===== config.mk =====
export PLATFORM = sky130hd
export DESIGN_NAME = double_ended_queue_with_delete
export DESIGN_NICKNAME = d
export VERILOG_FILES = /design/src/hw/rtl/dqd_pkg.sv /design/src/hw/rtl/dqd_ram.sv /design/src/hw/rtl/dqd_ctrl.sv /design/src/hw/rtl/double_ended_queue_with_delete.sv
export VERILOG_INCLUDE_DIRS = /design/src /design/src/hw/rtl
export SDC_FILE = /design/constraint.sdc
export NUM_CORES = 1
export LEC_CHECK = 0
export BUFFER_PORTS_ARGS = -buffer_cell sky130_fd_sc_hd__buf_2
export CORE_UTILIZATION = 40
export DETAILED_ROUTE_END_ITERATION = 16
export MAX_ROUTING_LAYER = met4
export PLACE_DENSITY = 0.53
export SYNTH_ARGS = -nofsm -noshare
export SYNTH_HDL_FRONTEND = slang
export SYNTH_SLANG_ARGS = --single-unit

===== constraint.sdc =====
create_clock -name clk_i -period 5.1 [get_ports clk_i]
set_input_delay 0.255 -clock clk_i [delete_from_list [all_inputs] [get_ports clk_i]]
set_output_delay 0.255 -clock clk_i [all_outputs]
set_load 0.02 [all_outputs]

===== src/hw/rtl/double_ended_queue_with_delete_macros.svh =====
// Assertion macros used by the deque top level.
`ifndef DOUBLE_ENDED_QUEUE_WITH_DELETE_MACROS_SVH
`define DOUBLE_ENDED_QUEUE_WITH_DELETE_MACROS_SVH

// Same-cycle implication, clocked on clk_i and disabled during reset.
`define DQD_ASSERT_IMPL(lbl, ante, cons, msg) \
  lbl: assert property (@(posedge clk_i) disable iff (!rst_ni) (ante) |-> (cons)) \
    else $error(msg);

// Next-cycle implication, clocked on clk_i and disabled during reset.
`define DQD_ASSERT_NEXT(lbl, ante, cons, msg) \
  lbl: assert property (@(posedge clk_i) disable iff (!rst_ni) (ante) |=> (cons)) \
    else $error(msg);

`endif


===== src/hw/rtl/dqd_pkg.sv =====
// Package of types, codes and default sizes for the deque with delete.
`timescale 1ns / 1ps

package dqd_pkg;

  localparam int DEPTH_DEF      = 16;
  localparam int DATA_WIDTH_DEF = 32;
  localparam int ACT_W          = 3;
  localparam int VALUE_W        = 32;
  localparam int DOUT_W         = 32;
  localparam int STATUS_W       = 2;
  localparam int OCC_W          = 5;

  typedef enum logic [ACT_W-1:0] {
    ACT_PUSH_BACK  = 3'd0,
    ACT_POP_BACK   = 3'd1,
    ACT_PUSH_FRONT = 3'd2,
    ACT_POP_FRONT  = 3'd3,
    ACT_DELETE     = 3'd4,
    ACT_COUNT      = 3'd5
  } action_e;

  typedef enum logic [STATUS_W-1:0] {
    ST_OK        = 2'd0,
    ST_EMPTY     = 2'd1,
    ST_FULL      = 2'd2,
    ST_NOT_FOUND = 2'd3
  } status_e;

  typedef struct packed {
    logic [ACT_W-1:0]   action;
    logic [VALUE_W-1:0] value;
  } in_t;

  typedef struct packed {
    logic [DOUT_W-1:0]   data_out;
    logic [STATUS_W-1:0] status;
    logic [OCC_W-1:0]    occupancy;
  } out_t;

endpackage


===== src/hw/rtl/dqd_ram.sv =====
// Entry store: one write port and one read port with registered read data.
`timescale 1ns / 1ps

module dqd_ram #(
  parameter int DEPTH      = 16,
  parameter int DATA_WIDTH = 32,
  localparam int AW        = $clog2(DEPTH)
) (
  input  logic                  clk_i,
  input  logic                  we_i,
  input  logic [AW-1:0]         waddr_i,
  input  logic [DATA_WIDTH-1:0] wdata_i,
  input  logic                  re_i,
  input  logic [AW-1:0]         raddr_i,
  output logic [DATA_WIDTH-1:0] rdata_o
);

  logic [DATA_WIDTH-1:0] mem_q [DEPTH];
  logic [DATA_WIDTH-1:0] rdata_q;

  always_ff @(posedge clk_i) begin
    if (we_i) begin
      mem_q[waddr_i] <= wdata_i;
    end
    if (re_i) begin
      rdata_q <= mem_q[raddr_i];
    end
  end

  assign rdata_o = rdata_q;

endmodule


===== src/hw/rtl/dqd_ctrl.sv =====
// Sequencer that runs each deque action as reads and writes of the entry store.
`timescale 1ns / 1ps

module dqd_ctrl import dqd_pkg::*; #(
  parameter int DEPTH      = DEPTH_DEF,
  parameter int DATA_WIDTH = DATA_WIDTH_DEF,
  localparam int AW        = $clog2(DEPTH),
  localparam int CW        = $clog2(DEPTH + 1)
) (
  input  logic                  clk_i,
  input  logic                  rst_ni,
  input  logic                  in_valid_i,
  output logic                  in_stall_o,
  input  in_t                   in_i,
  input  logic                  slot_free_i,
  output logic                  res_valid_o,
  output out_t                  res_o,
  output logic                  mem_we_o,
  output logic [AW-1:0]         mem_waddr_o,
  output logic [DATA_WIDTH-1:0] mem_wdata_o,
  output logic                  mem_re_o,
  output logic [AW-1:0]         mem_raddr_o,
  input  logic [DATA_WIDTH-1:0] mem_rdata_i
);

  typedef enum logic [2:0] {
    S_IDLE,
    S_RD_WAIT,
    S_SCAN_RD,
    S_SCAN_CMP,
    S_SH_RD,
    S_SH_WR,
    S_RESP
  } state_e;

  state_e                state_q;
  logic [AW-1:0]         front_q;
  logic [CW-1:0]         count_q;
  logic [CW-1:0]         idx_q;
  logic [DATA_WIDTH-1:0] word_q;
  logic [DATA_WIDTH-1:0] data_q;
  status_e               status_q;

  logic                  accept;
  logic                  full;
  logic                  empty;
  logic [63:0]           value_wide;
  logic [63:0]           data_wide;
  logic [DATA_WIDTH-1:0] word;
  logic [CW-1:0]         cnt_m1;
  logic [CW-1:0]         idx_p1;
  logic [CW-1:0]         idx_p2;
  logic [AW-1:0]         front_inc;
  logic [AW-1:0]         front_dec;

  function automatic logic [AW-1:0] ring_pos(input logic [AW-1:0] base,
                                             input logic [AW-1:0] ofs);
    logic [AW:0] sum;
    sum = {1'b0, base} + {1'b0, ofs};
    if (sum >= (AW+1)'(DEPTH)) begin
      sum = sum - (AW+1)'(DEPTH);
    end
    return sum[AW-1:0];
  endfunction

  assign accept     = in_valid_i && (state_q == S_IDLE);
  assign in_stall_o = (state_q != S_IDLE);
  assign full       = (count_q == CW'(DEPTH));
  assign empty      = (count_q == '0);
  assign value_wide = 64'(in_i.value);
  assign word       = value_wide[DATA_WIDTH-1:0];
  assign cnt_m1     = count_q - 1'b1;
  assign idx_p1     = idx_q + 1'b1;
  assign idx_p2     = idx_p1 + 1'b1;
  assign front_inc  = (front_q == AW'(DEPTH - 1)) ? '0 : front_q + 1'b1;
  assign front_dec  = (front_q == '0) ? AW'(DEPTH - 1) : front_q - 1'b1;

  always_comb begin
    mem_we_o    = 1'b0;
    mem_waddr_o = '0;
    mem_wdata_o = word;
    mem_re_o    = 1'b0;
    mem_raddr_o = '0;
    case (state_q)
      S_IDLE: begin
        if (accept) begin
          case (in_i.action)
            ACT_PUSH_BACK: begin
              mem_we_o    = !full;
              mem_waddr_o = ring_pos(front_q, count_q[AW-1:0]);
            end
            ACT_PUSH_FRONT: begin
              mem_we_o    = !full;
              mem_waddr_o = front_dec;
            end
            ACT_POP_BACK: begin
              mem_re_o    = !empty;
              mem_raddr_o = ring_pos(front_q, cnt_m1[AW-1:0]);
            end
            ACT_POP_FRONT: begin
              mem_re_o    = !empty;
              mem_raddr_o = front_q;
            end
            default: ;
          endcase
        end
      end
      S_SCAN_RD: begin
        mem_re_o    = 1'b1;
        mem_raddr_o = ring_pos(front_q, idx_q[AW-1:0]);
      end
      S_SH_RD: begin
        mem_re_o    = 1'b1;
        mem_raddr_o = ring_pos(front_q, idx_p1[AW-1:0]);
      end
      S_SH_WR: begin
        mem_we_o    = 1'b1;
        mem_waddr_o = ring_pos(front_q, idx_q[AW-1:0]);
        mem_wdata_o = mem_rdata_i;
      end
      default: ;
    endcase
  end

  always_ff @(posedge clk_i or negedge rst_ni) begin
    if (!rst_ni) begin
      state_q  <= S_IDLE;
      front_q  <= '0;
      count_q  <= '0;
      idx_q    <= '0;
      word_q   <= '0;
      data_q   <= '0;
      status_q <= ST_OK;
    end else begin
      case (state_q)
        S_IDLE: begin
          if (accept) begin
            word_q   <= word;
            data_q   <= '0;
            status_q <= ST_OK;
            state_q  <= S_RESP;
            case (in_i.action)
              ACT_PUSH_BACK: begin
                if (full) begin
                  status_q <= ST_FULL;
                end else begin
                  count_q <= count_q + 1'b1;
                end
              end
              ACT_PUSH_FRONT: begin
                if (full) begin
                  status_q <= ST_FULL;
                end else begin
                  front_q <= front_dec;
                  count_q <= count_q + 1'b1;
                end
              end
              ACT_POP_BACK: begin
                if (empty) begin
                  status_q <= ST_EMPTY;
                end else begin
                  count_q <= cnt_m1;
                  state_q <= S_RD_WAIT;
                end
              end
              ACT_POP_FRONT: begin
                if (empty) begin
                  status_q <= ST_EMPTY;
                end else begin
                  front_q <= front_inc;
                  count_q <= cnt_m1;
                  state_q <= S_RD_WAIT;
                end
              end
              ACT_DELETE: begin
                if (empty) begin
                  status_q <= ST_NOT_FOUND;
                end else begin
                  idx_q   <= '0;
                  state_q <= S_SCAN_RD;
                end
              end
              default: ;
            endcase
          end
        end
        S_RD_WAIT: begin
          data_q  <= mem_rdata_i;
          state_q <= S_RESP;
        end
        S_SCAN_RD: begin
          state_q <= S_SCAN_CMP;
        end
        S_SCAN_CMP: begin
          if (mem_rdata_i == word_q) begin
            if (idx_p1 < count_q) begin
              state_q <= S_SH_RD;
            end else begin
              count_q <= cnt_m1;
              state_q <= S_RESP;
            end
          end else if (idx_p1 < count_q) begin
            idx_q   <= idx_p1;
            state_q <= S_SCAN_RD;
          end else begin
            status_q <= ST_NOT_FOUND;
            state_q  <= S_RESP;
          end
        end
        S_SH_RD: begin
          state_q <= S_SH_WR;
        end
        S_SH_WR: begin
          if (idx_p2 < count_q) begin
            idx_q   <= idx_p1;
            state_q <= S_SH_RD;
          end else begin
            count_q <= cnt_m1;
            state_q <= S_RESP;
          end
        end
        S_RESP: begin
          if (slot_free_i) begin
            state_q <= S_IDLE;
          end
        end
        default: begin
          state_q <= S_IDLE;
        end
      endcase
    end
  end

  assign data_wide       = 64'(data_q);
  assign res_valid_o     = (state_q == S_RESP) && slot_free_i;
  assign res_o.data_out  = data_wide[DOUT_W-1:0];
  assign res_o.status    = status_q;
  assign res_o.occupancy = OCC_W'(count_q);

endmodule


===== src/hw/rtl/double_ended_queue_with_delete.sv =====
// Push, push front and count go from acceptance straight to the result state.
// Pops pass a read wait state first; delete reads and compares each entry scanned up to the
// match and reads and writes each later entry moved, all set by the single read port of the store.
// The result waits while the output is stalled; the next beat is accepted once back in idle.
// Reset clears the front pointer, the count and the control; the store is not cleared.
`timescale 1ns / 1ps
`include "double_ended_queue_with_delete_macros.svh"

module double_ended_queue_with_delete import dqd_pkg::*; #(
  parameter int DEPTH      = DEPTH_DEF,
  parameter int DATA_WIDTH = DATA_WIDTH_DEF
) (
  input  logic clk_i,
  input  logic rst_ni,
  input  logic in_valid_i,
  output logic in_stall_o,
  input  in_t  in_i,
  output logic out_valid_o,
  input  logic out_stall_i,
  output out_t out_o
);

  localparam int AW = $clog2(DEPTH);

  logic                  out_valid_q;
  out_t                  out_q;
  logic                  slot_free;
  logic                  res_valid;
  out_t                  res;
  logic                  mem_we;
  logic [AW-1:0]         mem_waddr;
  logic [DATA_WIDTH-1:0] mem_wdata;
  logic                  mem_re;
  logic [AW-1:0]         mem_raddr;
  logic [DATA_WIDTH-1:0] mem_rdata;

  assign slot_free = !out_valid_q || !out_stall_i;

  dqd_ctrl #(
    .DEPTH      (DEPTH),
    .DATA_WIDTH (DATA_WIDTH)
  ) u_ctrl (
    .clk_i       (clk_i),
    .rst_ni      (rst_ni),
    .in_valid_i  (in_valid_i),
    .in_stall_o  (in_stall_o),
    .in_i        (in_i),
    .slot_free_i (slot_free),
    .res_valid_o (res_valid),
    .res_o       (res),
    .mem_we_o    (mem_we),
    .mem_waddr_o (mem_waddr),
    .mem_wdata_o (mem_wdata),
    .mem_re_o    (mem_re),
    .mem_raddr_o (mem_raddr),
    .mem_rdata_i (mem_rdata)
  );

  dqd_ram #(
    .DEPTH      (DEPTH),
    .DATA_WIDTH (DATA_WIDTH)
  ) u_ram (
    .clk_i   (clk_i),
    .we_i    (mem_we),
    .waddr_i (mem_waddr),
    .wdata_i (mem_wdata),
    .re_i    (mem_re),
    .raddr_i (mem_raddr),
    .rdata_o (mem_rdata)
  );

  always_ff @(posedge clk_i or negedge rst_ni) begin
    if (!rst_ni) begin
      out_valid_q <= 1'b0;
    end else if (res_valid) begin
      out_valid_q <= 1'b1;
    end else if (!out_stall_i) begin
      out_valid_q <= 1'b0;
    end
  end

  always_ff @(posedge clk_i) begin
    if (res_valid) begin
      out_q <= res;
    end
  end

  assign out_valid_o = out_valid_q;
  assign out_o       = out_q;

  `DQD_ASSERT_IMPL(a_res_fits, res_valid, !out_valid_q || !out_stall_i, "result beat overwrote a waiting one")
  `DQD_ASSERT_NEXT(a_one_at_a_time, in_valid_i && !in_stall_o, in_stall_o, "second beat taken while busy")
  `DQD_ASSERT_IMPL(a_occ_bound, out_valid_o, out_o.occupancy <= DEPTH, "occupancy beyond depth")
  `DQD_ASSERT_IMPL(a_data_zero, out_valid_o && (out_o.status != ST_OK), out_o.data_out == '0, "data on a failed action")

endmodule


# == Word level (Yosys, flattened, before mapping) ==
# Memory sizes are Yosys's and may differ from the RTL's. A register that Yosys moved wholly into a read port is not among the register bits.
# Index checks and enable logic that the tools add are counted.
# W data, S select, Z words.
# totals
ff_bits,123
ram_bits,512
inputBits,39
out_inout_bits,41
elab_cells,148
mem_count,1
# classes
n_addsub,14
magnitude_cmp,6
n_eq_ne,29
mux,61
reduce_logical,26
# mem_list
name,words,width,rd,rd_clocked_by_memory_dff,wr,line_no,source
u_ram.mem_q,16,32,1,1,1,dqd_ram.sv:18,logic [DATA_WIDTH-1:0] mem_q [DEPTH];
# op_table
cell,n
$mux W32,2
$pmux W32 S2,1
$mux W5,12
$mux W4,10
$eq A32 B32 Y1,1
$pmux W4 S2,4
$pmux W5 S3,2
$pmux W3 S7,1
$add A4 B4 Y5,4
$ge A5 B5 Y1 const B,4
$sub A4 B1 Y4 const B,5
$mux W3,6
$add A5 B1 Y5 const B,3
$mux W2,7
$ne A2 B2 Y1 const B,7
$eq A3 B2 Y1 const B,4
$eq A3 B3 Y1 const B,4
$ne A2 B1 Y1 const B,6
$pmux W4 S3,1
$lt A5 B5 Y1,2
$pmux W5 S2,1
$mux W1,9
$ne A3 B3 Y1 const B,3
$reduce_and A8 Y1,1
22 further kinds,36

# == Longest topological paths before layout ==
# depth
word_depth,7
depth_mapped,14
ltp_nobuf,12

# == Modules after synthesis ==
# Synthesis repeated with hierarchy kept, for this count alone.
# hier_totals
hier_cells,1580
area_unflattened_um2,26858.3
# by_module_without_submodules
module,instances,cells_per_inst,area_each_um2,seq_area_each_um2
dqd_ram,1,838,20155.6,16335.7
dqd_ctrl,1,700,5495.3,2077.0
double_ended_queue_with_delete,1,42,1207.4,1196.1

# == Least setup slack after synthesis ==
# Ideal clock, no wire load.
# synth_path
path_type,flip-flop to flip-flop
startpoint,register u_ctrl.front_q[0]
endpoint,"memory u_ram.mem_q[15][0], enable pin"
setup_ns,0.425
t_arrival_ns,3.492
t_required_ns,4.675
setup_slack_ns,1.183
stages_incl_launch_ff,8
path_buffers,0
synth_period_minus_slack_ns,3.917
path_cell_list,dfrtp_1 ha_1 fa_1 nor2_1 a2111oi_0 a32o_1 nand2_1 nor2b_1
# synth_between
elab_chain_len,6
word_cells_on_any_way,14
classes_between,add/sub (5); order compare (2); mux (6); reduce/logical (1)
# synth_lines
element,line_no,source
start: declaration,dqd_ctrl.sv:37,logic [AW-1:0] front_q;
start signal: assignment,dqd_ctrl.sv:154,front_q <= front_dec;
start signal: assignment,dqd_ctrl.sv:170,front_q <= front_inc;
$add A4 B4 Y5,dqd_ctrl.sv:59,"sum = {1'b0, base} + {1'b0, ofs};"
$sub A4 B1 Y4 or $ge A5 B5 Y1 (tied branches),"dqd_ctrl.sv:61, dqd_ctrl.sv:60",
$mux W4,dqd_ctrl.sv:60,if (sum >= (AW+1)'(DEPTH)) begin
$pmux W4 S2,dqd_ctrl.sv:87,case (in_i.action)
$mux W4,dqd_ctrl.sv:86,if (accept) begin
$pmux W4 S2 *,dqd_ctrl.sv:84,case (state_q)
end: declaration,dqd_ram.sv:18,
# Mark *: on every way between the ends. The rest lies on a longest branch, timed or not.

# == Worst setup path in the final report ==
# layout_path
startpoint,register u_ctrl.state_q[1]
endpoint,"memory u_ram.mem_q[7][23], enable pin"
# layout_between
elab_chain_len,6
word_cells_on_any_way,9
classes_between,eq/ne (1); mux (6); reduce/logical (2)
# layout_lines
element,line_no,source
start: declaration,dqd_ctrl.sv:36,state_e state_q;
start signal: assignment,dqd_ctrl.sv:127,state_q <= S_IDLE;
start signal: assignment,dqd_ctrl.sv:141,state_q <= S_RESP;
start signal: assignment,dqd_ctrl.sv:163,state_q <= S_RD_WAIT;
$logic_not A3 Y1,"dqd_ctrl.sv:66, dqd_ctrl.sv:84",
$logic_and A1 B1 Y1,dqd_ctrl.sv:66,assign accept = in_valid_i && (state_q == S_IDLE);
$mux W1,dqd_ctrl.sv:86,
$pmux W1 S2,dqd_ctrl.sv:84,
$mux W1,dqd_ram.sv:22,if (we_i) begin
$mux W1 (implied by the code),dqd_ram.sv:23,mem_q[waddr_i] <= wdata_i;
# Several ways; a longest one is shown, not always the timed one.

==> metrics.cfg <==
[grt]
track_usage_pct = 22.1
grt_pass1_vias = 16300
antenna_found_initial = 0
grt_overflow = 0
grt_max_degree = 96
grt_pass1_wl_um = 107000

[run_status]
status = finished clean

[logic_synthesis]
synth_cell_types = 61
synthArstFlopShare_pct = 12.6
synthFlopType = edfxtp_1
netlist_instances = 1936
yosys_warnings = 0
yosysSeqAreaShare_pct = 72.6
synth.area.top_cells = edfxtp_1 (65%), dfrtp_1 (7.8%), a21oi_1 (5.0%)
yosysTopAreaCell = edfxtp_1
ys_ff_latch = 667
synth_fp_nets = 2005
yosys.area.top_type_share_pct = 64.8
syn_area_um2 = 27000
avgSynthCellArea_um2 = 14.0
synth_edf_count = 583

[routing]
routed_wl_um = 72800
avgRoutedWirePerCell_um = 24.5
ant_nets = 0
drt_iter0_drc = 1498
vias = 16700
dr.pass1.iters = 5
drc = 0
routed_via_density = 5.63

[placed_design]
gp_congestion = 0.830
dpl_cell_area_um2 = 28800
dp.cells = 2808
dpl_worst_slack_ns = 1.11
port_buffers = 79
dpl.hpwl_um = 40700

[timing]
finalHoldViolCount = 0
final.setup.worst_slack_ns = 1.10
tns_ns = 0
tightest_slew_ns = 0.984
clock_skew_ns = 0.0256
min_period_over_period_pct = 78.5
period_minus_slack_ns = 4.00
setup_viol = 0
rsz0062_at_grt = no
finalMaxSlewViolations = 0
relSlewSlack_pct = 33.4
fmax_mhz = 250

[power]
vdd_drop_max_mv = 0.887
power_density_nw_per_um2 = 696
power.leakage_uw = 0.0113

[finish]
drive_gt1_share_pct = 12.7
finalNetCount = 2119
area_delta_synth_final_pct = 16.1
multi_input_area_um2 = 7050
fillers = 5777
antennaDiodeCount = 0
design_area_um2 = 31400
fin_cells = 2970
seq_area_um2 = 19600

[critical_path]
endpoint_kind = flip-flop
cp.required_ns = 5.30
worstSetupPathType = reg2reg
cp_max_fo = 32
critical_path_arrival_ns = 4.21
start_kind = flip-flop

[clock_tree]
cts_max_path_buffers = 3
htreeDepth = 3
postCtsSetupBuffers = 0
cts_resized = 0
root_buffer = clkbuf_16
clock-sinks = 667
cts_tree = yes
hold_buffers = 34
worstSkewPairLatency_ns = 0.60
numCtsBuffers = 70
clk_transition_reported_paths_ns = 0.06

[flow_run]
maxCapViolations = 0

[floorplan]
core_um2 = 66300
rows = 94
ios = 80
die_h_um = 262
initial_utilization_pct = 40.7
die_x_um = 262
dieArea_um2 = 68600

[min_path]
worstHoldPathType = in2async

final cells by class:
| type | count | area share, % |
|---|---|---|
| Multi-Input combinational cell | 1130 | 22.5 |
| Clock inverter | 34 | 0.762 |
| Inverter | 17 | 0.203 |
| Sequential cell | 667 | 62.5 |
| Tap cell | 864 | 3.44 |
| Clock buffer | 94 | 6.47 |
| Timing Repair Buffer | 164 | 4.17 |
flip-flops by register name (all words and copies together), names as in the netlist:
| register | flops |
|---|---|
| out_valid_o | 1 |
| u_ram.rdata_o | 32 |
| u_ctrl.count_q | 5 |
| u_ctrl.front_q | 4 |
| u_ctrl.status_q | 2 |
| u_ctrl.state_q | 3 |
| u_ctrl.idx_q | 5 |
| u_ctrl.word_q | 32 |
| u_ram.mem_q | 512 |
| u_ctrl.data_q | 32 |
| out_o | 39 |
cells in the mapped netlist (6+ instances only):
master,count
clkbuf_1,91
nor4_1,10
nand2b_1,6
nand2_1,316
a21oi_1,268
mux2i_1,65
nor2b_1,14
buf_2,21
nor2_1,31
o21ai_0,49
ha_1,26
xnor2_1,20
a211oi_1,33
dfrtp_1,84
a22o_1,35
and2_1,6
edfxtp_1,583
inv_1,17
o221ai_1,33
nand3_1,8
o22ai_1,67
a221oi_1,31
o31ai_1,6
xor2_1,41
worst max-delay path, cell delays in order, from the launching register on:
cell and delay, ns:
dfrtp_1 0.57, or4b_1 0.86, or3_1 0.48, o21ai_0 0.52, nand2b_1 0.40, nor2_4 0.18, buf_4 0.58
final timing paths:
path	from	endpoint	slack, ns	cells past startpoint
hold reg to reg	u_ctrl.data_q[0]$_DFFE_PN0P_	out_o[7]$_DFFE_PP_	0.46	0
setup reg to reg	u_ctrl.state_q[1]$_DFFE_PN0P_	u_ram.mem_q[7][23]$_DFFE_PP_	1.10	6
hold / removal	rst_ni	u_ctrl.idx_q[0]$_DFFE_PN0P_	0.12	2
setup / recovery	u_ctrl.state_q[1]$_DFFE_PN0P_	u_ram.mem_q[7][23]$_DFFE_PP_	1.10	6
max in group asynchronous	rst_ni	u_ctrl.word_q[27]$_DFFE_PN0P_	3.80	3
min in group clk_i	in_valid_i	u_ctrl.state_q[1]$_DFFE_PN0P_	0.17	4
metal layers:
metal | part of all wire [%] | vias to the layer above | routed length [um] | track usage (%)
li1 | - | 7619 | - | -
met3 | 5.4 | 113 | 3920 | 3.12
met4 | 2.1 | 0 | 1540 | 6.28
met2 | 49 | 533 | 35400 | 35.5
met5 | 0 | - | 0 | -
met1 | 44 | 8455 | 31900 | 29.3
cell usage in the layout, fill, tap and decap left out, drive strengths merged, types with 34 or more instances in the layout:
| master | instances |
|---|---|
| edfxtp | 583 |
| nand2 | 316 |
| a21oi | 268 |
| buf | 130 |
| clkbuf | 94 |
| dfrtp | 84 |
| o22ai | 67 |
| mux2i | 65 |
| o21ai | 49 |
| xor2 | 41 |
| a22o | 35 |
| dlygate4sd3 | 34 |
kinds of logic (layout without fill, tap and decap cells):
family	Yosys count	in the layout	share of synthesized area (%)
adders and majority gates	30	30	1.50
AOI/OAI and AO/OA	553	553	12.7
xor gates and xnor gates	61	61	1.98
buffers and inverters	139	309	2.15
DFF	667	667	72.6
muxes	68	68	2.62
and+or+nand+nor	418	418	6.50
where the power goes:
part           leakage [uW]  internal (uW)  switching, uW  total [uW]
combinational       0.00389           3080           5960        9040
clock               0.00111           2900           2090        5000
sequential          0.00634           7170            617        7790
total                0.0113          13200           8670       21800
per-stage QoR:
step                      hold slack (ns)  utilization [%]  total power (uW)
after CTS                           0.100             47.3             22000
after global placement              0.191             43.4             16800
after global routing                0.139             47.3             23100
after floorplan                   -0.0406                -             13700
after detailed placement            0.196             43.4             16900
final                               0.123             47.3             21800
(Power assumes the default switching activity.)
